### src/rtl/core/lmfs_pkg.sv
// Shared types, constants and the color lookup for the LED matrix frame store.
`default_nettype none
package lmfs_pkg;

    localparam int WIDTH_DEF  = 11;
    localparam int HEIGHT_DEF = 11;
    localparam int FONT_W_DEF = 3;
    localparam int FONT_H_DEF = 5;

    localparam logic [23:0] COLOR_BLACK = 24'h000000;
    localparam logic [23:0] COLOR_WHITE = 24'hFFFFFF;
    localparam logic [23:0] COLOR_GREEN = 24'h00FF00;

    typedef enum logic [1:0] {
        K_SET   = 2'd0,
        K_CLEAR = 2'd1,
        K_GLYPH = 2'd2,
        K_DRAW  = 2'd3
    } t_kind;

    typedef enum logic [2:0] {
        PT_OFF   = 3'd0,
        PT_TIME  = 3'd1,
        PT_NAME  = 3'd2,
        PT_ICON  = 3'd3,
        PT_OTHER = 3'd4
    } t_ptype;

    typedef enum logic [1:0] {
        REG_TIME_COLOR = 2'd0,
        REG_NAME_COLOR = 2'd1,
        REG_ICON_COLOR = 2'd2,
        REG_RAINBOW    = 2'd3
    } t_reg;

    function automatic logic [23:0] f_type_color(
        input logic [2:0]  ptype,
        input logic [23:0] time_color,
        input logic [23:0] name_color,
        input logic [23:0] icon_color,
        input logic        rainbow
    );
        logic [23:0] color;
        case (t_ptype'(ptype))
            PT_TIME:  color = rainbow ? COLOR_WHITE : time_color;
            PT_NAME:  color = rainbow ? COLOR_WHITE : name_color;
            PT_ICON:  color = rainbow ? COLOR_WHITE : icon_color;
            PT_OTHER: color = COLOR_GREEN;
            default:  color = COLOR_BLACK;
        endcase
        return color;
    endfunction

endpackage
`default_nettype wire

### src/rtl/core/lmfs_ram.sv
// Generic single-write, single-read RAM with registered read data.
`default_nettype none
module lmfs_ram #(
    parameter int DATA_W = 3,
    parameter int DEPTH  = 121
) (
    input  wire logic                     i_clk,
    input  wire logic                     i_we,
    input  wire logic [$clog2(DEPTH)-1:0] i_waddr,
    input  wire logic [DATA_W-1:0]        i_wdata,
    input  wire logic                     i_re,
    input  wire logic [$clog2(DEPTH)-1:0] i_raddr,
    output logic      [DATA_W-1:0]        o_rdata
);

    logic [DATA_W-1:0] r_mem [DEPTH];

    always_ff @(posedge i_clk) begin
        if (i_we) begin
            r_mem[i_waddr] <= i_wdata;
        end
        if (i_re) begin
            o_rdata <= r_mem[i_raddr];
        end
    end

endmodule
`default_nettype wire

### src/rtl/core/led_matrix_frame_store.sv
// Top level: pixel type store with set/clear/glyph writes and serpentine row readout.
//
//  channel | direction | handshake             | payload
//  in      | input     | i_in_valid/o_in_ready | kind, coords, pixel_type, glyph, show
//  out     | output    | o_out_valid/i_out_ready | strip_index, pixel_color, last, show
//  cfg     | input     | APB psel/penable      | time/name/icon color, rainbow_mode
//
// Set pixel: one RAM write as the word is accepted. Glyph row: at most one RAM write per font column.
// Clear: one RAM entry per cycle, through all WIDTH*HEIGHT entries.
// Draw row: a RAM read then an output load per pixel, for HEIGHT pixels.
// Reset starts the same clearing pass; o_in_ready stays low meanwhile.
// A stalled output holds the draw sequence; new words wait until the block is idle.
`default_nettype none
module led_matrix_frame_store #(
    parameter int WIDTH  = lmfs_pkg::WIDTH_DEF,
    parameter int HEIGHT = lmfs_pkg::HEIGHT_DEF,
    parameter int FONT_W = lmfs_pkg::FONT_W_DEF,
    parameter int FONT_H = lmfs_pkg::FONT_H_DEF
) (
    input  wire logic        i_clk,
    input  wire logic        i_rst_n,
    input  wire logic        i_in_valid,
    output logic             o_in_ready,
    input  wire logic [1:0]  i_kind,
    input  wire logic [7:0]  i_first_coord,
    input  wire logic [7:0]  i_second_coord,
    input  wire logic [2:0]  i_pixel_type,
    input  wire logic [7:0]  i_glyph_bits,
    input  wire logic [3:0]  i_glyph_line,
    input  wire logic        i_show,
    output logic             o_out_valid,
    input  wire logic        i_out_ready,
    output logic [7:0]       o_strip_index,
    output logic [23:0]      o_pixel_color,
    output logic             o_last,
    output logic             o_show_strobe,
    input  wire logic        psel,
    input  wire logic        penable,
    input  wire logic        pwrite,
    input  wire logic [3:0]  paddr,
    input  wire logic [31:0] pwdata,
    output logic [31:0]      prdata,
    output logic             pready
);
    import lmfs_pkg::*;

    localparam int DEPTH = WIDTH * HEIGHT;
    localparam int AW    = $clog2(DEPTH);
    localparam int CW    = $clog2(HEIGHT);
    localparam int JW    = (FONT_W > 1) ? $clog2(FONT_W) : 1;

    typedef enum logic [4:0] {
        S_IDLE     = 5'b00001,
        S_CLEAR    = 5'b00010,
        S_GLYPH    = 5'b00100,
        S_DRAW_RD  = 5'b01000,
        S_DRAW_OUT = 5'b10000
    } t_state;

    t_state      r_state, n_state;
    logic [7:0]  r_row;
    logic [7:0]  r_second;
    logic [2:0]  r_ptype;
    logic [7:0]  r_bits;
    logic        r_show;
    logic [CW-1:0] r_col;
    logic [JW-1:0] r_j;
    logic [AW-1:0] r_clr;

    logic [23:0] r_time_color, r_name_color, r_icon_color;
    logic        r_rainbow;

    logic        r_out_valid;
    logic [7:0]  r_strip_index;
    logic [23:0] r_pixel_color;
    logic        r_last;
    logic        r_show_strobe;

    logic        w_in_acc;
    logic        w_cfg_wr;
    logic        w_we;
    logic [7:0]  w_wa, w_wb;
    logic [2:0]  w_wt;
    logic [15:0] w_waddr_full;
    logic [AW-1:0] w_waddr;
    logic [15:0] w_raddr_full;
    logic [2:0]  w_rdata;
    logic        w_out_load;
    logic        w_col_last;
    logic [CW-1:0] w_pos;
    logic [15:0] w_strip_full;
    logic [7:0]  w_glyph_row;

    assign o_in_ready = (r_state == S_IDLE);
    assign w_in_acc   = i_in_valid && o_in_ready;
    assign w_glyph_row = 8'(i_glyph_line) + i_first_coord;

    // write port select
    always_comb begin
        w_we = 1'b0;
        w_wa = i_first_coord;
        w_wb = i_second_coord;
        w_wt = i_pixel_type;
        case (r_state)
            S_IDLE: begin
                w_we = w_in_acc && (t_kind'(i_kind) == K_SET);
            end
            S_GLYPH: begin
                w_wa = r_row;
                w_wb = 8'(FONT_W - 1) - 8'(r_j) + r_second;
                w_wt = r_ptype;
                w_we = r_bits[0];
            end
            S_CLEAR: begin
                w_we = 1'b1;
                w_wt = PT_OFF;
            end
            default: begin
                w_we = 1'b0;
            end
        endcase
        if (r_state != S_CLEAR) begin
            w_we = w_we && (w_wa < 8'(WIDTH)) && (w_wb < 8'(HEIGHT));
        end
    end

    assign w_waddr_full = 16'(w_wa) * 16'(HEIGHT) + 16'(w_wb);
    assign w_waddr      = (r_state == S_CLEAR) ? r_clr : w_waddr_full[AW-1:0];
    assign w_raddr_full = 16'(r_row) * 16'(HEIGHT) + 16'(r_col);

    lmfs_ram #(
        .DATA_W (3),
        .DEPTH  (DEPTH)
    ) u_ram (
        .i_clk   (i_clk),
        .i_we    (w_we),
        .i_waddr (w_waddr),
        .i_wdata (w_wt),
        .i_re    (r_state == S_DRAW_RD),
        .i_raddr (w_raddr_full[AW-1:0]),
        .o_rdata (w_rdata)
    );

    assign w_out_load   = (r_state == S_DRAW_OUT) && (!r_out_valid || i_out_ready);
    assign w_col_last   = (r_col == CW'(HEIGHT - 1));
    assign w_pos        = r_row[0] ? (CW'(HEIGHT - 1) - r_col) : r_col;
    assign w_strip_full = 16'(r_row) * 16'(HEIGHT) + 16'(w_pos);

    always_comb begin
        n_state = r_state;
        case (r_state)
            S_IDLE: begin
                if (w_in_acc) begin
                    case (t_kind'(i_kind))
                        K_CLEAR: n_state = S_CLEAR;
                        K_GLYPH: begin
                            if (5'(i_glyph_line) < 5'(FONT_H)) begin
                                n_state = S_GLYPH;
                            end
                        end
                        K_DRAW: begin
                            if (i_first_coord < 8'(WIDTH)) begin
                                n_state = S_DRAW_RD;
                            end
                        end
                        default: n_state = S_IDLE;
                    endcase
                end
            end
            S_CLEAR: begin
                if (r_clr == AW'(DEPTH - 1)) begin
                    n_state = S_IDLE;
                end
            end
            S_GLYPH: begin
                if (r_j == JW'(FONT_W - 1)) begin
                    n_state = S_IDLE;
                end
            end
            S_DRAW_RD: n_state = S_DRAW_OUT;
            S_DRAW_OUT: begin
                if (w_out_load) begin
                    n_state = w_col_last ? S_IDLE : S_DRAW_RD;
                end
            end
            default: n_state = S_IDLE;
        endcase
    end

    always_ff @(posedge i_clk) begin
        if (!i_rst_n) begin
            r_state     <= S_CLEAR;
            r_clr       <= '0;
            r_out_valid <= 1'b0;
        end else begin
            r_state <= n_state;
            if (r_state == S_CLEAR) begin
                r_clr <= (r_clr == AW'(DEPTH - 1)) ? '0 : r_clr + 1'b1;
            end
            if (w_out_load) begin
                r_out_valid <= 1'b1;
            end else if (i_out_ready) begin
                r_out_valid <= 1'b0;
            end
        end
    end

    always_ff @(posedge i_clk) begin
        if (w_in_acc) begin
            r_row    <= (t_kind'(i_kind) == K_GLYPH) ? w_glyph_row : i_first_coord;
            r_second <= i_second_coord;
            r_ptype  <= i_pixel_type;
            r_bits   <= i_glyph_bits;
            r_show   <= i_show;
            r_col    <= '0;
            r_j      <= '0;
        end else begin
            if (r_state == S_GLYPH) begin
                r_bits <= r_bits >> 1;
                r_j    <= r_j + 1'b1;
            end
            if (w_out_load) begin
                r_col <= r_col + 1'b1;
            end
        end
        if (w_out_load) begin
            r_strip_index <= w_strip_full[7:0];
            r_pixel_color <= f_type_color(w_rdata, r_time_color, r_name_color,
                                          r_icon_color, r_rainbow);
            r_last        <= w_col_last;
            r_show_strobe <= w_col_last && r_show;
        end
    end

    assign o_out_valid   = r_out_valid;
    assign o_strip_index = r_strip_index;
    assign o_pixel_color = r_pixel_color;
    assign o_last        = r_last;
    assign o_show_strobe = r_show_strobe;

    // configuration registers
    assign pready   = 1'b1;
    assign w_cfg_wr = psel && penable && pwrite && pready;

    always_ff @(posedge i_clk) begin
        if (!i_rst_n) begin
            r_time_color <= COLOR_WHITE;
            r_name_color <= COLOR_WHITE;
            r_icon_color <= COLOR_WHITE;
            r_rainbow    <= 1'b0;
        end else if (w_cfg_wr) begin
            case (t_reg'(paddr[3:2]))
                REG_TIME_COLOR: r_time_color <= pwdata[23:0];
                REG_NAME_COLOR: r_name_color <= pwdata[23:0];
                REG_ICON_COLOR: r_icon_color <= pwdata[23:0];
                REG_RAINBOW:    r_rainbow    <= pwdata[0];
                default:        r_rainbow    <= r_rainbow;
            endcase
        end
    end

    always_comb begin
        case (t_reg'(paddr[3:2]))
            REG_TIME_COLOR: prdata = {8'd0, r_time_color};
            REG_NAME_COLOR: prdata = {8'd0, r_name_color};
            REG_ICON_COLOR: prdata = {8'd0, r_icon_color};
            REG_RAINBOW:    prdata = {31'd0, r_rainbow};
            default:        prdata = '0;
        endcase
    end

endmodule
`default_nettype wire

### config.mk
export PLATFORM = sky130hd
export DESIGN_NAME = led_matrix_frame_store
export DESIGN_NICKNAME = d
export VERILOG_FILES = /design/src/rtl/core/lmfs_pkg.sv /design/src/rtl/core/lmfs_ram.sv /design/src/rtl/core/led_matrix_frame_store.sv
export SDC_FILE = /design/constraint.sdc
export NUM_CORES = 1
export LEC_CHECK = 0
export BUFFER_PORTS_ARGS = -buffer_cell sky130_fd_sc_hd__buf_2
export CAP_MARGIN = 40
export CORE_UTILIZATION = 50
export CTS_CLUSTER_SIZE = 25
export DETAILED_ROUTE_END_ITERATION = 16
export PLACE_DENSITY = 0.68
export SYNTH_ARGS = -nofsm -noshare
export SYNTH_HDL_FRONTEND = slang
export SYNTH_SLANG_ARGS = --single-unit
### constraint.sdc
create_clock -name i_clk -period 10.85 [get_ports i_clk]
set_clock_uncertainty 0.2 [all_clocks]
set_input_delay 0 -clock i_clk [delete_from_list [all_inputs] [get_ports i_clk]]
set_output_delay 0 -clock i_clk [all_outputs]
set_load 0.01 [all_outputs]
==> results of run 1 <==
-- cell type report --
type	count	area, µm²
fillers	3576	19200
flip-flops and latches	520	14700
multi-input cells	1087	8800
repair buffers	296	2370
clock buffers	65	1350
well taps	615	769
inverters	60	225
clock inverters	32	218
-- state kept, by name, summed over array words and instances (netlist names) --
signal         flops
r_second           8
r_clr              7
o_out_valid        1
o_last             1
r_icon_color      24
r_state            5
o_show_strobe      1
r_ptype            3
u_ram.o_rdata      3
r_j                2
r_col              4
o_strip_index      8
r_name_color      24
r_show             1
r_bits             8
u_ram.r_mem      363
r_row              8
o_pixel_color     24
r_rainbow          1
r_time_color      24
-- per-stage QoR --
stage	hold slack (ns)	std cells	utilization (%)
6_report	0.0204	2675	59.7
5_1_grt	0.0362	2675	59.7
4_1_cts	0.000257	2675	59.7
3_5_place_dp	-0.0202	2456	53.8
3_3_place_gp	-0.0197	2439	53.2
2_1_floorplan	-0.101	1794	-
-- metal layers --
metal	part of all wire (%)	global-route usage, %	routed length [µm]
met1	42	32.6	24200
met2	49	39.6	28300
met3	6.6	3.25	3840
met4	3.3	9.56	1930
met5	0	0	0
-- cell usage after synthesis (32+ instances only) --
library cell	count	share of area, %
nor2_1	48	0.75
o21ai_0	60	1.2
nor4_1	63	1.6
mux4_2	103	9.6
nand2_1	245	3.8
xnor2_1	41	1.5
ha_1	44	2.3
clkbuf_1	81	1.3
a21oi_1	32	0.67
dfxtp_1	92	7.7
inv_1	60	0.94
nand3_1	115	2.4
edfxtp_1	428	53
nor3_1	41	0.85
mux2i_1	34	1.4
-- power breakdown --
| group | internal (W) | leakage (nW) | switching [W] | total, W |
|---|---|---|---|---|
| registers | 0.00222 | 4.68 | 0.0000205 | 0.00224 |
| logic | 0.000429 | 4.72 | 0.000611 | 0.00104 |
| clock network | 0.000911 | 0.760 | 0.000761 | 0.00167 |
-- cells by family (layout without fill, tap and decap cells) --
| group | after synthesis | count (layout) | synth area share (%) |
|---|---|---|---|
| AND/OR/NAND/NOR | 614 | 614 | 12.8 |
| XOR/XNOR | 59 | 59 | 2.21 |
| multiplexers | 154 | 154 | 11.9 |
| AO/OA/AOI/OAI | 192 | 192 | 5.25 |
| adder cells (fa/ha/maj) | 59 | 59 | 3.54 |
| other | 2 | 9 | 0.0312 |
| buffers and inverters | 187 | 453 | 3.20 |
| flip-flops | 520 | 520 | 61.1 |
-- path summary, 6_finish.rpt --
path,from,end,slack (ns),depth (start not counted)
setup / recovery,r_state[4],u_ram.r_mem[70][1],3.66,20
setup reg to reg,r_state[4],u_ram.r_mem[70][1],3.66,20
hold reg to reg,r_icon_color[6],r_icon_color[6],0.28,2
hold / removal,pwdata[7],r_time_color[7],0.02,4
-- timing repair --
item / in CTS / in global routing
gates resized for setup: 0 / 0
hold buffers: 122 / 0
endpoints found under the hold margin: 247 / 0
-- worst max-delay path, stage by stage, from the launching register on --
cell	delay, ns
dfxtp_1	0.34
or3_1	0.45
nor3b_4	0.21
buf_4	0.35
mux2_2	0.41
ha_1	0.28
inv_1	0.05
fa_1	0.50
fa_1	0.54
inv_1	0.05
ha_1	0.36
and2_1	0.19
a311o_1	0.31
a21oi_1	0.15
xnor3_1	0.47
o21ai_4	0.16
buf_4	0.38
buf_4	0.50
o21ai_1	0.11
buf_4	0.25
nor4_1	0.51
==> out/summary.txt, run 1 <==
Starting Density: 50.5%
via density per instance: 5.96
Bufs on Longest Clock Path: 3
flops & latches, synth: 520
Worst Path Max Fanout: 38
Worst Path Arrival: 7.23 ns
status: finished clean
number of routed nets with antenna violations: 0
Critical Path Source Type: flop
Post-synth EDFFs: 428
drt drc: 0
vias in the first global route: 16400
peak supply drop: 0.000126 V
Mapped Cells: 1787
# Post-CTS Setup Buffers: 0
final net count: 2153
Distinct cells, synth: 69
Worst-Margin Slew: 0.961 ns
layout cell share with drive strength beyond 1: 20.9%
area of the die: 49000 µm²
Detailed Route Iter0 Violations: 1494
vias: 15900
total track usage: 24.1%
Post-Layout Inst Area: 28400 µm²
Seq/Total Area, Yosys: 61.1%
post-DR wirelength/cell: 21.8 µm
Vert. Die Dim: 221 µm
drt pass-1 iters: 5
pre-CTS setup slack: 3.67 ns
buffer type at the clock tree root: clkbuf_16
Cell Area, Synth: 24100 µm²
Rows: 80
pwr dens: 174 nW/µm²
Final Hold Vio Count: 0
Syn. warnings: 0
Post-DP Area: 25600 µm²
Detailed Place HPWL: 35100 µm
Post-synth top flop: edfxtp_1
most frequent cells in the layout: edfxtp_1 (428), nand2_1 (245), buf_2 (128), dlygate4sd3_1 (122), nand3_1 (115)
Tmin final: 7.19 ns
Max Clock Freq: 139 MHz
Core Region: 47600 µm²
IO Count: 146
GR Overflow Total: 0
slack of the critical path: 3.66 ns
P&R area growth vs syn: 18.2%
Worst setup EP type: flop
asr flop ratio synth: 0%
Slew Limit Fails: 0
setup_tns: 0 ns
antenna violations before repair: 0
H-tree Lvls: 2
leakage: 10.2 nW
TritonCTS Buffers: 52
part of the cycle the worst path needs: 66.3%
RePlAce Congestion: 0.818
Critical Path RT: 10.89 ns
CTS tree: yes
largest net degree at the start of global routing: 84
ant diodes: 0
clk_lat worst skew: 0.61 ns
overall power: 0.00495 W
RSZ-0062 raised after global routing: false
clock slew at reported path FFs: 0.06 ns
die width: 221 µm
maxcap violations: 0
CTS sink cnt: 520
Routed WL: 58300 µm
first-pass GRT wire length: 91900 µm
final setup fails: 0
I/O Buffers: 126
Avg Cell Area, Syn: 13.5 µm²
worst setup path class: flop to flop
Worst slew margin: 35.9%
type of the tightest min-delay check: input pin to flop
commonest non-fill, non-tap cell in the layout: edfxtp_1
(Power assumes the default switching activity.)
==> run 2, diff against run 1 <==
--- a/config.mk
+++ b/config.mk
@@ -5,6 +5,7 @@
 export SDC_FILE = /design/constraint.sdc
 export NUM_CORES = 1
 export LEC_CHECK = 0
+export ABC_AREA = 1
 export BUFFER_PORTS_ARGS = -buffer_cell sky130_fd_sc_hd__buf_2
 export CAP_MARGIN = 40
 export CORE_UTILIZATION = 50
==> constraint.sdc (replaced) <==
create_clock -name i_clk -period 7.38 [get_ports i_clk]
set_clock_uncertainty 0.2 [all_clocks]
set_input_delay 0 -clock i_clk [delete_from_list [all_inputs] [get_ports i_clk]]
set_output_delay 0 -clock i_clk [all_outputs]
set_load 0.01 [all_outputs]
==> out/summary.txt, run 2 <==
Vert. Die Dim: 223 µm
Max Clock Freq: 171 MHz
Most flops, register: u_ram.r_mem
Rows: 80
Seq/Total Area, Yosys: 60.4%
CTS tree: yes
layout cell share with drive strength beyond 1: 11.1%
GR Overflow Total: 0
Slew Limit Fails: 0
area of the die: 49600 µm²
die width: 223 µm
sw power: 0.00496 W
TritonCTS Buffers: 53
Combinational Power Share: 45.1%
total track usage: 25.3%
setup_tns: 0 ns
synth top area cells: edfxtp_1 (53%), nand2_1 (7.8%), dfxtp_1 (7.6%), nor2_1 (4.2%), nand3_1 (3.9%)
drt pass-1 iters: 6
max FFs per register: 363
most numerous cell in the Yosys netlist: nand2_1
Max stage delay on crit path: 0.55 ns
peak supply drop: 0.000289 V
Distinct cells, synth: 48
most frequent cells after synthesis: nand2_1 (504), edfxtp_1 (428), nor2_1 (272), nand3_1 (192), o21ai_0 (182)
maxcap violations: 0
clk_lat worst skew: 0.62 ns
Worst-Margin Slew: 0.915 ns
worst setup path class: flop to flop
Most Frequent Cell on Critical Path: inv_1
CP Cell Sequence: inv_1 -> nor2_4 -> nand3_4 -> inv_2 -> o21ai_0 -> ha_1 -> inv_1 -> fa_1 -> fa_1 -> inv_1 -> ha_1 -> a21oi_1 -> o21ai_0 -> xnor2_1 -> nand2_1 -> o21ai_4 -> inv_2 -> nand4_1 -> nor2_1
IO Count: 146
Worst Path Max Fanout: 24
# Post-CTS Setup Buffers: 0
Routed WL: 62200 µm
final net count: 2707
largest net degree at the start of global routing: 93
RePlAce Congestion: 0.857
fill count: 3889
Critical Path Source Type: flop
flops & latches, synth: 520
part of the cycle the worst path needs: 79.1%
leakage: 11.0 nW
Detailed Route Iter0 Violations: 1901
Critical Path RT: 7.45 ns
Worst setup EP type: flop
Bufs on Longest Clock Path: 3
Core Region: 47800 µm²
status: finished clean
top cell type's share of synthesized area: 52.8%
Starting Density: 50.9%
CP max-delay cell: fa_1
RSZ-0062 raised after global routing: false
CTS sink cnt: 520
most frequent cells in the layout: nand2_1 (501), edfxtp_1 (428), nor2_1 (271), nand3_1 (192), o21ai_0 (182)
I/O Buffers: 126
commonest non-fill, non-tap cell in the layout: nand2_1
type of the tightest min-delay check: input pin to flop
antenna violations before repair: 1
via density per instance: 5.79
pwr dens: 412 nW/µm²
Avg Cell Area, Syn: 10.3 µm²
Flop pwr share: 32.0%
Worst slew margin: 39.0%
Int Pwr: 0.00682 W
pre-CTS setup slack: 1.59 ns
Post-synth EDFFs: 428
Post-synth top flop: edfxtp_1
drt drc: 0
asr flop ratio synth: 0%
Worst Path Arrival: 5.90 ns
number of routed nets with antenna violations: 0
slack of the critical path: 1.54 ns
switch share: 42.1%
final hold slack: 0.104 ns
Detailed Place HPWL: 36800 µm
Tmin final: 5.84 ns
final setup fails: 0
vias in the first global route: 18600
vias: 18700
buffer type at the clock tree root: clkbuf_16
clock slew at reported path FFs: 0.06 ns
overall power: 0.0118 W
Synth area leader: edfxtp_1
Cell Area, Synth: 24300 µm²
Mapped Cells: 2363
P&R area growth vs syn: 17.5%
Final Hold Vio Count: 0
Syn. warnings: 0
post-DR wirelength/cell: 19.3 µm
clock share of power: 22.9%
storage element area: 14700 µm²
first-pass GRT wire length: 98700 µm
H-tree Lvls: 2
Multi-input gate area: 8630 µm²
-- run 2: cell count changes in the layout (fill, tap and decap cells not counted), sizes merged, moves of 65 or more --
cell    previous run  this run
o21ai             66       184
nor2              48       278
mux4             103         0
nand3            115       202
inv               63       139
nand2            245       510
o221ai             0        65
-- run 2: timing repair --
action                    4_1_cts  5_1_grt
hold endpoints to repair      113        0
hold buffers                  131        0
gates resized for setup         0        0
-- run 2: per-layer routing --
metal | track usage (%) | vias up | wire (µm)
met5 | 0 | - | 0
met3 | 3.41 | 146 | 4200
li1 | - | 8728 | -
met2 | 43.1 | 765 | 30500
met1 | 32.7 | 9048 | 25600
met4 | 9.61 | 0 | 1930
-- run 2: cell type report --
| type | count | share of cell area (%) |
|---|---|---|
| Clock inverter | 33 | 1.27 |
| Clock buffer | 64 | 4.78 |
| Antenna cell | 1 | 0.00875 |
| Inverter | 139 | 1.83 |
| Sequential cell | 520 | 51.4 |
| Multi-Input combinational cell | 1572 | 30.2 |
| Timing Repair Buffer | 285 | 7.91 |
| Tap cell | 615 | 2.69 |
-- run 2: logic make-up (layout without fill, tap and decap cells) --
kind of cell | count (synthesis) | count (layout) | share of synthesized area (%)
compound gates | 388 | 388 | 10.1
fa+ha+maj | 59 | 59 | 3.49
buf+inv | 278 | 521 | 4.68
mux | 30 | 30 | 1.23
other cells | 2 | 10 | 0.0308
simple gates | 1056 | 1056 | 19.0
flops | 520 | 520 | 60.4
xor+xnor | 30 | 30 | 1.08
-- run 2: worst paths after layout --
check / startpoint / end / slack [ns] / depth (start not counted)
max: r_state[2] / u_ram.r_mem[62][1] / 1.54 / 19
min: i_out_ready / o_out_valid / 0.10 / 5
min reg2reg: r_name_color[5] / r_name_color[5] / 0.30 / 2
max reg2reg: r_state[2] / u_ram.r_mem[62][1] / 1.54 / 19
-- run 2: critical path: cells and delay by family (launching register included) --
| family | cells | cell delay [ns] |
|---|---|---|
| adder cells (fa/ha/maj) | 4 | 1.75 |
| AND/OR/NAND/NOR | 5 | 1.59 |
| buffers and inverters | 5 | 0.76 |
| AO/OA/AOI/OAI | 4 | 0.72 |
| flip-flops | 1 | 0.32 |
| XOR/XNOR | 1 | 0.14 |
-- run 2: power groups by stage --
stage / Clock, W / Combinational, W / Sequential, W
5_1_grt: 0.00284 / 0.00583 / 0.00378
3_5_place_dp: 0 / 0.00518 / 0.00382
3_3_place_gp: 0 / 0.00508 / 0.00382
2_1_floorplan: 0 / 0.00366 / 0.00384
6_report: 0.00270 / 0.00532 / 0.00377
4_1_cts: 0.00273 / 0.00529 / 0.00376
-- run 2: per-stage QoR --
stage               cell area (µm²)  cells  util, %
CTS                           28600   3228     59.8
floorplan                     24400   2370        -
finish                        28600   3229     59.8
detailed placement            25600   3000     53.4
global placement              25400   2992     53.1
global route                  28600   3229     59.8
==> run 3, diff against run 2 <==
--- a/config.mk
+++ b/config.mk
@@ -11,7 +11,7 @@
 export CORE_UTILIZATION = 50
 export CTS_CLUSTER_SIZE = 25
 export DETAILED_ROUTE_END_ITERATION = 16
-export PLACE_DENSITY = 0.68
+export PLACE_DENSITY = 0.7
 export SYNTH_ARGS = -nofsm -noshare
 export SYNTH_HDL_FRONTEND = slang
 export SYNTH_SLANG_ARGS = --single-unit
==> constraint.sdc (replaced) <==
create_clock -name i_clk -period 4.87 [get_ports i_clk]
set_clock_uncertainty 0.2 [all_clocks]
set_input_delay 0 -clock i_clk [delete_from_list [all_inputs] [get_ports i_clk]]
set_output_delay 0 -clock i_clk [all_outputs]
set_load 0.01 [all_outputs]
==> out/summary.txt, run 3 (synthesis results as in run 2) <==
clk_lat worst skew: 0.60 ns
overall power: 0.0193 W
I/O Buffers: 126
Worst-Margin Slew: 0.928 ns
Bufs on Longest Clock Path: 3
CTS tree: yes
drt pass-1 iters: 7
antenna violations before repair: 0
buffer type at the clock tree root: clkbuf_16
fill count: 3649
Most flops, register: u_ram.r_mem
CP max-delay cell: fa_1
commonest non-fill, non-tap cell in the layout: nand2_1
Worst Path Arrival: 4.80 ns
TritonCTS Buffers: 53
type of the tightest min-delay check: input pin to flop
status: finished clean
clock slew at reported path FFs: 0.06 ns
worst setup path class: flop to flop
GR Overflow Total: 0
Max stage delay on crit path: 0.53 ns
crit-path leading delay family: simple AND/OR/NAND/NOR gates
layout cell share with drive strength beyond 1: 17.9%
max FFs per register: 363
Worst Path Max Fanout: 8
Critical Path Source Type: flop
Max Clock Freq: 212 MHz
drt drc: 0
IO Count: 146
leakage: 11.3 nW
Placed Instances: 3028
maxcap violations: 0
post-DR wirelength/cell: 19.4 µm
vias: 19100
peak supply drop: 0.000570 V
total track usage: 25.2%
Critical Path RT: 4.96 ns
die width: 223 µm
Most Frequent Cell on Critical Path: nand2_2
Rows: 80
via density per instance: 5.85
first-pass GRT wire length: 98900 µm
final setup fails: 0
P&R area growth vs syn: 22.6%
Routed WL: 63500 µm
final net count: 2752
RePlAce Congestion: 0.871
CTS sink cnt: 520
Finished Layout Cells: 3273
vias in the first global route: 18800
ant diodes: 0
Slew Limit Fails: 0
most frequent cells in the layout: nand2_1 (497), edfxtp_1 (428), nand3_1 (192), o21ai_0 (181), nor2_1 (149)
Vert. Die Dim: 223 µm
Final Hold Vio Count: 0
final core occ: 62.4%
Tmin final: 4.71 ns
Detailed Place HPWL: 38200 µm
largest net degree at the start of global routing: 182
part of the cycle the worst path needs: 96.7%
H-tree Lvls: 2
RSZ-0062 raised after global routing: true
Detailed Route Iter0 Violations: 1973
area of the die: 49600 µm²
Core Region: 47800 µm²
Worst setup EP type: flop
pwr dens: 645 nW/µm²
Worst slew margin: 38.1%
Starting Density: 50.9%
number of routed nets with antenna violations: 0
CP bufs+invs: 7
[run 3: cell count changes in the layout (fill, tap and decap cells not counted), moves of 6 or more]
cell      delta
nand4_2      -7
buf_12      +17
nand4_4      +7
nor2_2      +73
clkbuf_1     +6
buf_4       +25
nor2_1     -122
nor2_4      +49
[run 3: stage by stage]
step           setup slack (ns)  setup TNS, ns  instance area [µm²]  hold slack [ns]
4_1_cts                 -0.0714          -5.11                29000          0.00469
3_5_place_dp            -0.0686          -3.32                25900          -0.0216
2_1_floorplan           -0.0192          -1.17                24400           -0.101
5_1_grt                 -0.0731          -2.18                29800           0.0391
3_3_place_gp             0.0961              0                25700          -0.0225
6_report                  0.160              0                29800           0.0238
[run 3: cell type report]
cell class                      instances  area (µm²)  area share [%]
Timing Repair Buffer                  329        2850            9.55
Clock inverter                         26         259           0.868
Multi-Input combinational cell       1573        9340            31.3
Sequential cell                       520       14700            49.2
Clock buffer                           71        1400            4.70
Tap cell                              615         769            2.58
Inverter                              139         529            1.77
[run 3: worst min-delay path, stage by stage]
cell	delay, ns
dlygate4sd3_1	0.55
buf_2	0.14
nand2_1	0.05
nand3_1	0.05
[run 3: per-layer routing]
layer | wire length (µm) | global-route usage, %
met1 | 25400 | 32.1
met2 | 31500 | 43.3
met3 | 4680 | 4.23
met4 | 1930 | 8.79
met5 | 0 | 0
[run 3: what timing repair did]
item	CTS	global route
setup endpoints to repair	206	363
hold endpoints to repair	135	0
cloned	0	1
setup buffers	0	20
resized for setup	42	165
hold buffers	127	0
pin swaps	0	20
[run 3: path summary, 6_finish.rpt]
path,cells past startpoint,slack (ns),endpoint,startpoint
setup / recovery,25,0.16,u_ram.r_mem[32][0],r_state[2]
hold reg to reg,2,0.30,r_name_color[11],r_name_color[11]
setup reg to reg,25,0.16,u_ram.r_mem[32][0],r_state[2]
hold / removal,4,0.02,r_icon_color[12],pwdata[12]
[run 3: report_power, final]
| group | switching [W] | internal, W | leakage (nW) |
|---|---|---|---|
| clock | 0.00168 | 0.00228 | 0.812 |
| combinational | 0.00648 | 0.00311 | 5.80 |
| sequential | 0.000118 | 0.00559 | 4.64 |
